### src/hw/rtl/atu_pkg.sv
package atu_pkg;

  localparam int SINE_DEPTH   = 91;
  localparam int HALF_TURN    = 180;
  localparam int QUARTER_TURN = HALF_TURN / 2;
  localparam int FULL_TURN    = 2 * HALF_TURN;
  localparam int ACC_W        = 66;
  localparam logic [63:0] PI_Q30 = 64'd3373259426;

  typedef enum logic [3:0] {
    FN_TRANSLATE, FN_ROTATE, FN_ROTATE_REF, FN_SCALE, FN_SCALE_REF,
    FN_REFLECT_X, FN_REFLECT_Y, FN_REFLECT_YX, FN_REFLECT_YNX,
    FN_SHEAR_X, FN_SHEAR_Y, FN_XFORM, FN_RESET
  } func_t;

  typedef enum logic [2:0] {
    S_IDLE, S_BUILD, S_COMP, S_WAIT, S_XFORM, S_DRAIN1, S_DRAIN2
  } state_t;

  typedef enum logic [2:0] {A_C, A_S, A_PX, A_PY, A_MA, A_MB} a_sel_t;
  typedef enum logic [3:0] {
    B_CX, B_CY, B_E0, B_E1, B_E2, B_E3, B_E4, B_E5, B_QX, B_QY
  } b_sel_t;
  typedef enum logic [1:0] {ADD_NONE, ADD_CX, ADD_CY, ADD_MT} add_sel_t;
  typedef enum logic [2:0] {
    WR_NONE, WR_E2, WR_E5, WR_NB0, WR_NB1, WR_ROW, WR_OX, WR_OY
  } wr_sel_t;

  typedef struct packed {
    logic     load;
    logic     issue;
    a_sel_t   a_sel;
    b_sel_t   b_sel;
    add_sel_t add_sel;
    wr_sel_t  wr_sel;
    logic     row;
    logic     neg;
    logic     clr;
  } cmd_t;

  typedef struct packed {
    logic signed [31:0] v;
    logic               hit;
  } sat_t;

  function automatic sat_t sat32(input logic signed [ACC_W-1:0] x);
    sat_t r;
    r.hit = !((&x[ACC_W-1:31]) || !(|x[ACC_W-1:31]));
    if (r.hit) r.v = x[ACC_W-1] ? 32'sh8000_0000 : 32'sh7FFF_FFFF;
    else r.v = x[31:0];
    return r;
  endfunction

  function automatic logic [63:0] taylor_step(input logic [63:0] t, input logic [63:0] x2);
    return (t * x2 + (64'd1 << 29)) >> 30;
  endfunction

  // sin(k deg) in Q30 by series, rounded to frac fraction bits
  function automatic logic [31:0] sine_entry(input int k, input int frac);
    logic [63:0]        x;
    logic [63:0]        x2;
    logic [63:0]        term;
    logic signed [63:0] sum;
    x    = (64'(k) * PI_Q30 + 64'(HALF_TURN / 2)) / HALF_TURN;
    x2   = (x * x + (64'd1 << 29)) >> 30;
    term = x;
    sum  = signed'(x);
    term = taylor_step(term, x2) / 64'd6;   sum = sum - signed'(term);
    term = taylor_step(term, x2) / 64'd20;  sum = sum + signed'(term);
    term = taylor_step(term, x2) / 64'd42;  sum = sum - signed'(term);
    term = taylor_step(term, x2) / 64'd72;  sum = sum + signed'(term);
    term = taylor_step(term, x2) / 64'd110; sum = sum - signed'(term);
    term = taylor_step(term, x2) / 64'd156; sum = sum + signed'(term);
    term = taylor_step(term, x2) / 64'd210; sum = sum - signed'(term);
    if (sum < 0) sum = 0;
    if (sum > (64'sd1 <<< 30)) sum = 64'sd1 <<< 30;
    return 32'((sum + (64'sd1 <<< (29 - frac))) >>> (30 - frac));
  endfunction

endpackage

### src/hw/rtl/atu_ctrl.sv
module atu_ctrl (
  input  logic         clk,
  input  logic         rst_n,
  input  logic         in_valid,
  output logic         in_ready,
  input  logic [3:0]   in_func,
  input  logic         out_busy,
  output atu_pkg::cmd_t cmd
);
  import atu_pkg::*;

  state_t     state_r, state_nxt;
  logic [3:0] step_r, step_nxt;
  func_t      func_r, func_nxt;
  logic       crow;
  logic [2:0] csub;
  logic       csecond;

  always_ff @(posedge clk) begin
    if (!rst_n) begin
      state_r <= S_IDLE;
      step_r  <= '0;
      func_r  <= FN_TRANSLATE;
    end else begin
      state_r <= state_nxt;
      step_r  <= step_nxt;
      func_r  <= func_nxt;
    end
  end

  assign crow    = (step_r >= 4'd6);
  assign csub    = crow ? 3'(step_r - 4'd6) : step_r[2:0];
  assign csecond = csub[0];

  always_comb begin
    state_nxt = state_r;
    step_nxt  = step_r;
    func_nxt  = func_r;
    cmd       = '0;
    in_ready  = 1'b0;
    case (state_r)
      S_IDLE: begin
        in_ready = 1'b1;
        step_nxt = '0;
        if (in_valid) begin
          cmd.load = 1'b1;
          func_nxt = func_t'(in_func);
          case (func_t'(in_func))
            FN_TRANSLATE, FN_ROTATE, FN_SCALE, FN_REFLECT_X, FN_REFLECT_Y,
            FN_REFLECT_YX, FN_REFLECT_YNX: state_nxt = S_COMP;
            FN_ROTATE_REF, FN_SCALE_REF, FN_SHEAR_X, FN_SHEAR_Y: state_nxt = S_BUILD;
            FN_XFORM: state_nxt = S_WAIT;
            default: state_nxt = S_IDLE;
          endcase
        end
      end
      S_BUILD: begin
        cmd.issue = 1'b1;
        step_nxt  = step_r + 4'd1;
        case (func_r)
          FN_ROTATE_REF: begin
            case (step_r[1:0])
              2'd0: begin
                cmd.a_sel = A_C; cmd.b_sel = B_CX; cmd.clr = 1'b1;
                cmd.add_sel = ADD_CX; cmd.neg = 1'b1;
              end
              2'd1: begin
                cmd.a_sel = A_S; cmd.b_sel = B_CY; cmd.wr_sel = WR_E2;
              end
              2'd2: begin
                cmd.a_sel = A_S; cmd.b_sel = B_CX; cmd.clr = 1'b1;
                cmd.add_sel = ADD_CY; cmd.neg = 1'b1;
              end
              default: begin
                cmd.a_sel = A_C; cmd.b_sel = B_CY; cmd.neg = 1'b1;
                cmd.wr_sel = WR_E5;
                state_nxt = S_COMP; step_nxt = '0;
              end
            endcase
          end
          FN_SCALE_REF: begin
            cmd.clr = 1'b1; cmd.neg = 1'b1;
            if (step_r[0]) begin
              cmd.a_sel = A_PY; cmd.b_sel = B_CY; cmd.add_sel = ADD_CY;
              cmd.wr_sel = WR_E5;
              state_nxt = S_COMP; step_nxt = '0;
            end else begin
              cmd.a_sel = A_PX; cmd.b_sel = B_CX; cmd.add_sel = ADD_CX;
              cmd.wr_sel = WR_E2;
            end
          end
          FN_SHEAR_X: begin
            cmd.a_sel = A_PX; cmd.b_sel = B_CY; cmd.clr = 1'b1; cmd.neg = 1'b1;
            cmd.wr_sel = WR_E2;
            state_nxt = S_COMP; step_nxt = '0;
          end
          default: begin
            cmd.a_sel = A_PX; cmd.b_sel = B_CX; cmd.clr = 1'b1; cmd.neg = 1'b1;
            cmd.wr_sel = WR_E5;
            state_nxt = S_COMP; step_nxt = '0;
          end
        endcase
      end
      S_COMP: begin
        cmd.issue = 1'b1;
        cmd.row   = crow;
        cmd.a_sel = csecond ? A_MB : A_MA;
        cmd.clr   = !csecond;
        case (csub[2:1])
          2'd0: begin
            cmd.b_sel  = csecond ? B_E3 : B_E0;
            cmd.wr_sel = csecond ? WR_NB0 : WR_NONE;
          end
          2'd1: begin
            cmd.b_sel  = csecond ? B_E4 : B_E1;
            cmd.wr_sel = csecond ? WR_NB1 : WR_NONE;
          end
          default: begin
            cmd.b_sel   = csecond ? B_E5 : B_E2;
            cmd.wr_sel  = csecond ? WR_ROW : WR_NONE;
            cmd.add_sel = csecond ? ADD_NONE : ADD_MT;
          end
        endcase
        step_nxt = step_r + 4'd1;
        if (step_r == 4'd11) state_nxt = S_DRAIN1;
      end
      S_WAIT: begin
        if (!out_busy) state_nxt = S_XFORM;
      end
      S_XFORM: begin
        cmd.issue = 1'b1;
        cmd.row   = step_r[1];
        cmd.a_sel = step_r[0] ? A_MB : A_MA;
        cmd.b_sel = step_r[0] ? B_QY : B_QX;
        cmd.clr   = !step_r[0];
        cmd.add_sel = step_r[0] ? ADD_NONE : ADD_MT;
        if (step_r[0]) cmd.wr_sel = step_r[1] ? WR_OY : WR_OX;
        step_nxt = step_r + 4'd1;
        if (step_r[1:0] == 2'd3) state_nxt = S_DRAIN1;
      end
      S_DRAIN1: state_nxt = S_DRAIN2;
      S_DRAIN2: state_nxt = S_IDLE;
      default:  state_nxt = S_IDLE;
    endcase
  end

endmodule

### src/hw/rtl/atu_dp.sv
module atu_dp #(
  parameter int FRAC_BITS = 16
) (
  input  logic               clk,
  input  logic               rst_n,
  input  atu_pkg::cmd_t      cmd,
  input  logic [3:0]         in_func,
  input  logic signed [31:0] in_param_x,
  input  logic signed [31:0] in_param_y,
  input  logic [8:0]         in_angle_deg,
  input  logic signed [15:0] in_ref_x,
  input  logic signed [15:0] in_ref_y,
  input  logic signed [31:0] in_point_x,
  input  logic signed [31:0] in_point_y,
  output logic               out_valid,
  input  logic               out_ready,
  output logic signed [31:0] out_x,
  output logic signed [31:0] out_y,
  output logic               out_saturated,
  output logic               out_busy
);
  import atu_pkg::*;

  localparam logic signed [31:0] ONE_Q = 32'sd1 <<< FRAC_BITS;
  localparam logic signed [ACC_W-1:0] RND = ACC_W'(1) <<< (FRAC_BITS - 1);

  logic [FRAC_BITS:0] sine_rom [SINE_DEPTH];

  for (genvar k = 0; k < SINE_DEPTH; k++) begin : g_rom
    localparam logic [FRAC_BITS:0] V = (FRAC_BITS + 1)'(sine_entry(k, FRAC_BITS));
    assign sine_rom[k] = V;
  end

  logic signed [31:0] m_r [6];
  logic signed [31:0] e_r [6];
  logic signed [31:0] e_load [6];
  logic signed [31:0] nb_r [2];
  logic signed [31:0] px_r, py_r, qx_r, qy_r;
  logic signed [15:0] cx_r, cy_r;
  logic signed [FRAC_BITS+1:0] s_r, c_r;
  logic signed [FRAC_BITS+1:0] s_val, c_val;
  logic signed [63:0] prod_r;
  logic signed [ACC_W-1:0] addend_r, acc_r, acc_nxt, prod_ext, rnd_sh;
  cmd_t cmd1_r, cmd2_r;
  logic signed [31:0] op_a, op_b, mt;
  logic signed [ACC_W-1:0] addend;
  sat_t ecl, rq;
  logic signed [31:0] ox_r;
  logic satx_r;
  logic out_valid_r;
  logic signed [31:0] out_x_r, out_y_r;
  logic out_sat_r;
  logic [8:0] d9;
  logic [6:0] si, ci;
  logic sn, cn;

  // angle fold into the first quadrant
  always_comb begin
    d9 = (in_angle_deg >= 9'(FULL_TURN)) ? in_angle_deg - 9'(FULL_TURN) : in_angle_deg;
    if (d9 <= 9'(QUARTER_TURN)) begin
      si = 7'(d9); ci = 7'(9'(QUARTER_TURN) - d9); sn = 1'b0; cn = 1'b0;
    end else if (d9 <= 9'(HALF_TURN)) begin
      si = 7'(9'(HALF_TURN) - d9); ci = 7'(d9 - 9'(QUARTER_TURN)); sn = 1'b0; cn = 1'b1;
    end else if (d9 <= 9'(HALF_TURN + QUARTER_TURN)) begin
      si = 7'(d9 - 9'(HALF_TURN)); ci = 7'(9'(HALF_TURN + QUARTER_TURN) - d9);
      sn = 1'b1; cn = 1'b1;
    end else begin
      si = 7'(9'(FULL_TURN) - d9); ci = 7'(d9 - 9'(HALF_TURN + QUARTER_TURN));
      sn = 1'b1; cn = 1'b0;
    end
    s_val = sn ? -signed'({1'b0, sine_rom[si]}) : signed'({1'b0, sine_rom[si]});
    c_val = cn ? -signed'({1'b0, sine_rom[ci]}) : signed'({1'b0, sine_rom[ci]});
  end

  // elementary matrix as it stands right after the request is taken
  always_comb begin
    e_load[0] = ONE_Q; e_load[1] = '0; e_load[2] = '0;
    e_load[3] = '0;    e_load[4] = ONE_Q; e_load[5] = '0;
    case (func_t'(in_func))
      FN_TRANSLATE: begin e_load[2] = in_param_x; e_load[5] = in_param_y; end
      FN_ROTATE, FN_ROTATE_REF: begin
        e_load[0] = 32'(c_val); e_load[1] = -32'(s_val);
        e_load[3] = 32'(s_val); e_load[4] = 32'(c_val);
      end
      FN_SCALE, FN_SCALE_REF: begin e_load[0] = in_param_x; e_load[4] = in_param_y; end
      FN_REFLECT_X: e_load[4] = -ONE_Q;
      FN_REFLECT_Y: e_load[0] = -ONE_Q;
      FN_REFLECT_YX: begin
        e_load[0] = '0; e_load[4] = '0; e_load[1] = ONE_Q; e_load[3] = ONE_Q;
      end
      FN_REFLECT_YNX: begin
        e_load[0] = '0; e_load[4] = '0; e_load[1] = -ONE_Q; e_load[3] = -ONE_Q;
      end
      FN_SHEAR_X: e_load[1] = in_param_x;
      FN_SHEAR_Y: e_load[3] = in_param_x;
      default: ;
    endcase
  end

  assign mt = cmd.row ? m_r[5] : m_r[2];

  always_comb begin
    case (cmd.a_sel)
      A_C:     op_a = 32'(c_r);
      A_S:     op_a = 32'(s_r);
      A_PX:    op_a = px_r;
      A_PY:    op_a = py_r;
      A_MA:    op_a = cmd.row ? m_r[3] : m_r[0];
      A_MB:    op_a = cmd.row ? m_r[4] : m_r[1];
      default: op_a = '0;
    endcase
    case (cmd.b_sel)
      B_CX:    op_b = 32'(cx_r);
      B_CY:    op_b = 32'(cy_r);
      B_E0:    op_b = e_r[0];
      B_E1:    op_b = e_r[1];
      B_E2:    op_b = e_r[2];
      B_E3:    op_b = e_r[3];
      B_E4:    op_b = e_r[4];
      B_E5:    op_b = e_r[5];
      B_QX:    op_b = qx_r;
      B_QY:    op_b = qy_r;
      default: op_b = '0;
    endcase
    case (cmd.add_sel)
      ADD_CX:  addend = ACC_W'(cx_r) <<< FRAC_BITS;
      ADD_CY:  addend = ACC_W'(cy_r) <<< FRAC_BITS;
      ADD_MT:  addend = ACC_W'(mt) <<< FRAC_BITS;
      default: addend = '0;
    endcase
  end

  always_ff @(posedge clk) begin
    prod_r   <= op_a * op_b;
    addend_r <= addend;
    if (!rst_n) begin
      cmd1_r <= '0;
      cmd2_r <= '0;
    end else begin
      cmd1_r <= cmd;
      cmd2_r <= cmd1_r;
    end
  end

  assign prod_ext = ACC_W'(prod_r);
  assign acc_nxt  = (cmd1_r.clr ? '0 : acc_r) + (cmd1_r.neg ? -prod_ext : prod_ext) + addend_r;

  always_ff @(posedge clk) begin
    if (cmd1_r.issue) acc_r <= acc_nxt;
  end

  assign ecl    = sat32(acc_r);
  assign rnd_sh = (acc_r + RND) >>> FRAC_BITS;
  assign rq     = sat32(rnd_sh);

  always_ff @(posedge clk) begin
    if (cmd.load) begin
      px_r <= in_param_x; py_r <= in_param_y;
      cx_r <= in_ref_x;   cy_r <= in_ref_y;
      qx_r <= in_point_x; qy_r <= in_point_y;
      s_r  <= s_val;      c_r  <= c_val;
      e_r  <= e_load;
    end else begin
      case (cmd2_r.wr_sel)
        WR_E2:  e_r[2] <= ecl.v;
        WR_E5:  e_r[5] <= ecl.v;
        WR_NB0: nb_r[0] <= rq.v;
        WR_NB1: nb_r[1] <= rq.v;
        WR_OX:  begin ox_r <= rq.v; satx_r <= rq.hit; end
        default: ;
      endcase
    end
  end

  // composite matrix: commit a whole row at once
  always_ff @(posedge clk) begin
    if (!rst_n || (cmd.load && func_t'(in_func) == FN_RESET)) begin
      m_r[0] <= ONE_Q; m_r[1] <= '0; m_r[2] <= '0;
      m_r[3] <= '0;    m_r[4] <= ONE_Q; m_r[5] <= '0;
    end else if (cmd2_r.wr_sel == WR_ROW) begin
      if (cmd2_r.row) begin
        m_r[3] <= nb_r[0]; m_r[4] <= nb_r[1]; m_r[5] <= rq.v;
      end else begin
        m_r[0] <= nb_r[0]; m_r[1] <= nb_r[1]; m_r[2] <= rq.v;
      end
    end
  end

  always_ff @(posedge clk) begin
    if (!rst_n) begin
      out_valid_r <= 1'b0;
    end else if (cmd2_r.wr_sel == WR_OY) begin
      out_valid_r <= 1'b1;
    end else if (out_ready) begin
      out_valid_r <= 1'b0;
    end
    if (cmd2_r.wr_sel == WR_OY) begin
      out_x_r   <= ox_r;
      out_y_r   <= rq.v;
      out_sat_r <= satx_r | rq.hit;
    end
  end

  assign out_valid     = out_valid_r;
  assign out_x         = out_x_r;
  assign out_y         = out_y_r;
  assign out_saturated = out_sat_r;
  assign out_busy      = out_valid_r;

endmodule

### src/hw/rtl/affine_transform_2d_unit.sv
// Channel   Handshake               Payload
// in        in_valid / in_ready     in_func, in_param_x/y, in_angle_deg, in_ref_x/y, in_point_x/y
// out       out_valid / out_ready   out_x, out_y, out_saturated
//
// One request at a time through a single shared 32x32 multiplier, one product per cycle,
// plus the drain states S_DRAIN1 and S_DRAIN2 to empty the multiply/accumulate pipe.
// Steps per request: reset and unused codes finish in idle; translate, rotate, scale, reflect
// compose; shear, scale about point, rotate about point build first, then compose; transform
// waits for the previous result to be taken, then computes.
// Synchronous active-low reset; composite matrix returns to identity.
// A pending result does not block new requests; only a transform waits for the output slot.
module affine_transform_2d_unit #(
  parameter int FRAC_BITS = 16
) (
  input  logic               clk,
  input  logic               rst_n,
  input  logic               in_valid,
  output logic               in_ready,
  input  logic [3:0]         in_func,
  input  logic signed [31:0] in_param_x,
  input  logic signed [31:0] in_param_y,
  input  logic [8:0]         in_angle_deg,
  input  logic signed [15:0] in_ref_x,
  input  logic signed [15:0] in_ref_y,
  input  logic signed [31:0] in_point_x,
  input  logic signed [31:0] in_point_y,
  output logic               out_valid,
  input  logic               out_ready,
  output logic signed [31:0] out_x,
  output logic signed [31:0] out_y,
  output logic               out_saturated
);
  import atu_pkg::*;

  cmd_t cmd;
  logic out_busy;

  // sequencer: walks build, compose and transform product lists
  atu_ctrl u_ctrl (
    .clk      (clk),
    .rst_n    (rst_n),
    .in_valid (in_valid),
    .in_ready (in_ready),
    .in_func  (in_func),
    .out_busy (out_busy),
    .cmd      (cmd)
  );

  // datapath: operand latches, sine table, multiplier, accumulator, matrix, output slot
  atu_dp #(.FRAC_BITS(FRAC_BITS)) u_dp (
    .clk           (clk),
    .rst_n         (rst_n),
    .cmd           (cmd),
    .in_func       (in_func),
    .in_param_x    (in_param_x),
    .in_param_y    (in_param_y),
    .in_angle_deg  (in_angle_deg),
    .in_ref_x      (in_ref_x),
    .in_ref_y      (in_ref_y),
    .in_point_x    (in_point_x),
    .in_point_y    (in_point_y),
    .out_valid     (out_valid),
    .out_ready     (out_ready),
    .out_x         (out_x),
    .out_y         (out_y),
    .out_saturated (out_saturated),
    .out_busy      (out_busy)
  );

endmodule

### config.mk
export PLATFORM = sky130hd
export DESIGN_NAME = affine_transform_2d_unit
export DESIGN_NICKNAME = d
export VERILOG_FILES = /design/src/hw/rtl/atu_pkg.sv /design/src/hw/rtl/atu_ctrl.sv /design/src/hw/rtl/atu_dp.sv /design/src/hw/rtl/affine_transform_2d_unit.sv
export SDC_FILE = /design/constraint.sdc
export NUM_CORES = 2
export LEC_CHECK = 0
export BUFFER_PORTS_ARGS = -buffer_cell sky130_fd_sc_hd__buf_2
export CORE_ASPECT_RATIO = 1.25
export CORE_UTILIZATION = 45
export CTS_CLUSTER_DIAMETER = 60
export DETAILED_ROUTE_END_ITERATION = 7
export PLACE_DENSITY = 0.72
export SLEW_MARGIN = 20
export SYNTH_ARGS = -nofsm -noshare
export SYNTH_HDL_FRONTEND = slang
export SYNTH_SLANG_ARGS = --single-unit
### constraint.sdc
create_clock -name clk -period 15.6 [get_ports clk]
set_input_delay 1.56 -clock clk [delete_from_list [all_inputs] [get_ports clk]]
set_output_delay 1.56 -clock clk [all_outputs]
set_load 0.01 [all_outputs]
# After elaboration in Yosys (flattened, before gate mapping)
# Memories as Yosys holds them, arrays and structs flattened.
# Index checks and enable logic that the tools add are counted.
# W data, S select, Z words.
[word_totals]
out_inout_bits = 67
in_bits = 177
rom_bits = 4384
wordCells = 275
mem_bits_rw = 256
n_memories = 5
regBits = 705
[mem_list]
columns = ["memory", "depth", "width", "rd", "rd_clocked_by_memory_dff", "wr", "line_no", "text"]
rows = [
  ["(name not given)", 128, 17, 1, 0, 0, "atu_dp.sv:71", "s_val = sn ? -signed'({1'b0, sine_rom[si]}) : signed'({1'b0, sine_rom[si]});"],
  ["(name not given)", 128, 17, 1, 0, 0, "atu_dp.sv:72", "c_val = cn ? -signed'({1'b0, sine_rom[ci]}) : signed'({1'b0, sine_rom[ci]});"],
  ["u_dp.m_r", 6, 32, 6, 0, 6, "atu_dp.sv:34", "logic signed [31:0] m_r [6];"],
  ["u_dp.nb_r", 2, 32, 2, 0, 1, "atu_dp.sv:37", "logic signed [31:0] nb_r [2];"],
  ["(name not given)", 16, 2, 1, 0, 0, "atu_ctrl.sv:48", "case (func_t'(in_func))"],
]
[op_classes]
magnitude_cmp = 7
addsub = 17
n_mux = 112
n_eq_ne = 54
n_bitwise = 10
n_mul = 1
reduce_logical = 36
[op_table]
columns = ["operator", "count"]
rows = [
  ["$mux W32", 20],
  ["$pmux W32 S4", 4],
  ["$pmux W32 S10", 1],
  ["$pmux W66 S3", 1],
  ["$pmux W32 S6", 1],
  ["$add A66 B66 Y66", 2],
  ["$mux W66", 2],
  ["$mux W17", 4],
  ["$add A66 B17 Y66 const B", 1],
  ["$neg A66 Y66", 1],
  ["$mul A32 B32 Y64", 1],
  ["$mux W7", 6],
  ["$pmux W13 S3", 1],
  ["$eq A4 B3 Y1 const B", 9],
  ["$mux W18", 2],
  ["$mux W3", 12],
  ["$neg A17 Y18", 2],
  ["$reduce_and A35 Y1", 1],
  ["$reduce_or A35 Y1", 1],
  ["$mux W1", 34],
  ["$eq A4 B4 Y1 const B", 8],
  ["$neg A18 Y32", 1],
  ["$reduce_or A32 Y1", 1],
  ["$eq A3 B3 Y1 const B", 8],
  ["56 further kinds", 113],
]

# Logic depth before layout (Yosys ltp)
[logic_depth]
ltp_word = 14
depth_mapped = 49
mapped_depth_nobuf = 45

# By module
# A second synthesis with hierarchy kept.
[unflattened]
hier_cells = 8461
area_unflattened_um2 = 85001.5
[by_module_without_submodules]
columns = ["mod", "cells_per_inst", "area_per_inst_um2", "instances", "seq_area_each_um2"]
rows = [
  ["atu_dp", 8286, 83686.5, 1, 26425.3],
  ["atu_ctrl", 175, 1315.0, 1, 220.2],
]

# Worst setup path after synthesis
# No wires, ideal clock.
[synth_timing]
path_type = "input to register"
startpoint = "in in_valid"
endpoint = "mem u_dp.nb_r[1][0] (netlist: u_dp.nb_r[0][32]) (enable)"
path_stages = 4
path_slack_ns = 0.855
t_arrival_ns = 14.232
n_path_buf = 1
setup_time_ns = 0.513
t_required_ns = 15.087
cell_sequence = "nand2_1 clkbuf_1 clkinv_1 nor4b_1"
[synth_rtl]
columns = ["item", "line_no", "text"]
rows = [
  ["start: declaration", "affine_transform_2d_unit.sv:17", "input logic in_valid,"],
  ["end: declaration", "atu_dp.sv:37", ""],
]

# Worst setup path after layout
[layout_timing]
startpoint = "reg u_ctrl.state_r[0]"
endpoint = "reg u_dp.prod_r[62]"
[layout_between]
elab_chain_cells = 5
elab_cells_between_ends = 26
classes_between = "mul: 1; eq/ne: 17; mux: 6; reduce/logical: 2"
[layout_lines]
columns = ["item", "line_no", "text"]
rows = [
  ["start: declaration", "atu_ctrl.sv:12", "state_t state_r, state_nxt;"],
  ["start signal: assignment", "atu_ctrl.sv:25", "state_r <= state_nxt;"],
  ["$eq A3 B3 Y1 (tied with other cells)", "atu_ctrl.sv:41", "case (state_r)"],
  ["$pmux W13 S3 / $pmux W1 S2 (equally long branches)", "atu_ctrl.sv:41", ""],
  ["$eq A4 B4 Y1 (tied with other cells)", "atu_dp.sv:112", "case (cmd.b_sel)"],
  ["$pmux W32 S10 / $pmux W32 S6 (equally long branches)", "atu_dp.sv:112, atu_dp.sv:103", ""],
  ["$mul A32 B32 Y64 (*)", "atu_dp.sv:134", "prod_r <= op_a * op_b;"],
  ["end signal: assignment", "atu_dp.sv:134", ""],
  ["end: declaration", "atu_dp.sv:42", "logic signed [63:0] prod_r;"],
]
# Every way passes the cells marked *; elsewhere a longest branch is shown, timed or not.
# A chain may end at the register's enable or synchronous reset.

==> key figures <==
Status
  – Status: finished with violations
  – Violated checks: design-rule violations

Synth
  – Mux cell area share after synthesis: under 10%
  – Yosys cell types: approximately 110
  – Seq/Total Area, Yosys: between 30% and 40%
  – Main flop type after synthesis: edfxtp_1
  – Syn nets: between 10,000 and 15,000
  – Simple-Gate Fraction of Synth Area: 14.4%
  – EDFF count, synth: ~810
  – Syn avg cell area: approximately 9.9 µm²
  – Main combinational cell family by area after synthesis: adder cells
  – Cells after Synth: ~8,600
  – Yosys reg bits: around 900
  – Ys Warns: 0
  – Synth Area in XOR/XNOR: slightly above 3%
  – Synth Area in Adders: 31.0%
  – Async SR Flop Fraction: 0%
  – Cell area after synthesis: between 0.08 and 0.09 mm²
  – Synth Area in Compound Gates: 10.7%

Setup path
  – Nature of the critical path endpoint: flip-flop
  – R2r worst-path depth: 38
  – CP max stage cell: a2111oi_0
  – CP Depth: 38
  – Reg-to-Reg End: u_dp.prod_r[62]
  – CP peak stage delay: 0.93 ns
  – Critical path peak fanout: 35
  – CP arrival: between 10 and 15 ns
  – Worst R2R Start: u_ctrl.state_r[0]
  – Crit path buf inv count: 7
  – Worst path top cell family by delay: compound AO/OA/AOI/OAI gates
  – FF-to-FF setup slack: 2.07 ns
  – CP required: about 16 ns
  – Worst setup path end: u_dp.prod_r[62]
  – CP Class: flip-flop to flip-flop
  – Startpoint types: flip-flop
  – CP startpoint: u_ctrl.state_r[0]

Final layout
  – Layout cells sized above 1: under 10%
  – Commonest non-fill, non-tap cell in the layout: inv_1
  – Area Growth Syn to Fin: 9.09%
  – Count of non-filler cells in the finished layout: approximately 11,000
  – Nets@finish: 10,300
  – Fin area: 0.0933 mm²
  – Most frequent cells in the layout: 1,271 x inv_1, 1,132 x fa_1, 1,123 x nand2_1

Global route
  – GRT Util Overall: 31.6%
  – Number of global-route vias before repair: 69,100
  – Pin count of the biggest net entering global routing: 167
  – First-pass GRT wire length: between 400,000 and 500,000 µm
  – GRT overflow: 0
  – Initial antenna violation count: 36

Clock network
  – CTS hold repair buffers: 0
  – Cts bufs inserted: 95
  – Postcts setup bufs: 0
  – Post-CTS sizing: 0
  – CTS max path bufs: 3
  – Root buf cell: clkbuf_16
  – TritonCTS Sinks: 927
  – Clock latency on the worst-skew pair: 0.78 ns
  – # H-tree levels: 3
  – Clock Pin Slew Worst Setup and Hold Paths: 0.07 ns
  – CTS tree: yes

Timing
  – Fin crit share: 86.7%
  – Setup repair after global routing missed its margin: false
  – Setup-failing EPs final: 0
  – Setup total negative slack: 0 ns
  – Min Hold Slack: around 0.42 ns
  – F_max: between 70 and 80 MHz
  – Setup Skew: ~0.1 ns
  – Worst slew margin: between 10% and 20%
  – Final Max Slew Viols: 0
  – Min Tclk post-route: 13.53 ns
  – Slew @ Worst Pin: around 1.3 ns
  – Final hold vios: 0

Floorplanning
  – I/O Pins: around 240
  – Die height: slightly below 500 µm
  – Die area: roughly 0.19 mm²
  – Initial Util: a little under half
  – Die W: between 300 and 400 µm
  – Core box area: 0.188 mm²
  – Row Count: 178

Route
  – Vias: about 67,000
  – Met3 Routed Length: roughly 27,000 µm
  – DRT iter0 DRCs: between 7,000 and 8,000
  – WL final: around 300,000 µm
  – Remaining antenna violation count: 0
  – Drt drc: 6
  – Routed wire length per instance: around 27 µm
  – Met2 WL post-DR: roughly 140,000 µm
  – Top routing layer in use: met5
  – Wl on met1: 108,000 µm
  – Via density: 5.92
  – DRT Pass-1 Iters: 8

Placed design
  – Post-DP HPWL: 232,000 µm
  – PortBufs: approximately 240
  – Routability cong.: ~1.0
  – Placed cell area: ~0.09 mm²
  – Inst Count DP: ~11,000

Hold path
  – Worst min path class: flip-flop to flip-flop
  – Hold depth: 0

Job
  – Max-cap violations: 0
-- layer usage --
metal | GRT usage, % | vias to the layer above
met3 | 6.10 | 950
met4 | 22.0 | 32
met5 | 0 | -
li1 | - | 28600
met1 | 37.9 | 33600
met2 | 51.2 | 3720
-- layout make-up --
type | instances | area [µm²]
Sequential cell | 927 | 26600
Antenna cell | 16 | 40.0
Multi-Input combinational cell | 5955 | 52800
Fill cell | 17200 | 95100
Clock buffer | 121 | 2610
Clock inverter | 56 | 666
Inverter | 1277 | 4800
Tap cell | 2520 | 3150
Timing Repair Buffer | 417 | 2560
-- per-stage QoR --
| step | worst slack [ns] | utilization (%) |
|---|---|---|
| finish | 2.07 | 49.5 |
| floorplan | 0.855 | - |
| CTS | 2.31 | 49.5 |
| global route | 1.37 | 49.5 |
| detailed placement | 2.31 | 47.7 |
| global placement | 2.47 | 47.7 |
-- flip-flops by register name, indices dropped and copies added (netlist names), 64 cells and up --
register     count
u_dp.m_r       192
u_dp.prod_r     64
u_dp.acc_r      66
u_dp.nb_r       64
u_dp.e_r       192
-- synth_stat cells, types with 107 or more instances --
library cell / number / area (µm²)
inv_1: 1271 / 4770
fa_1: 1132 / 22700
nand2_1: 1124 / 4220
edfxtp_1: 808 / 24300
nor2_1: 760 / 2850
clkbuf_1: 394 / 1480
ha_1: 308 / 3850
a21oi_1: 285 / 1430
o21ai_0: 279 / 1400
xnor2_1: 183 / 1600
mux2i_1: 131 / 1310
a21o_1: 122 / 916
and2_1: 121 / 757
dfxtp_1: 119 / 2380
nand3_1: 119 / 596
xor2_1: 116 / 1020
nor3_1: 107 / 536
-- kinds of logic after synthesis --
group,Yosys count
muxes,152
xor gates and xnor gates,300
AOI/OAI and AO/OA,1321
and+or+nand+nor,2741
buffers and inverters,1737
adders and majority gates,1441
DFF,927
-- worst min-delay path by stage --
stage,start,to
2_1_floorplan,u_dp.ox_r[0],u_dp.out_x[0]
3_3_place_gp,u_dp.ox_r[4],u_dp.out_x[4]
3_5_place_dp,u_dp.ox_r[13],u_dp.out_x[13]
4_1_cts,u_dp.ox_r[0],u_dp.out_x[0]
5_1_grt,u_dp.ox_r[0],u_dp.out_x[0]
6_report,u_dp.ox_r[0],u_dp.out_x[0]
Power is left out: the tool's default activity adds up to more than one toggle a clock period on the data nets, which glitch-free logic cannot reach.
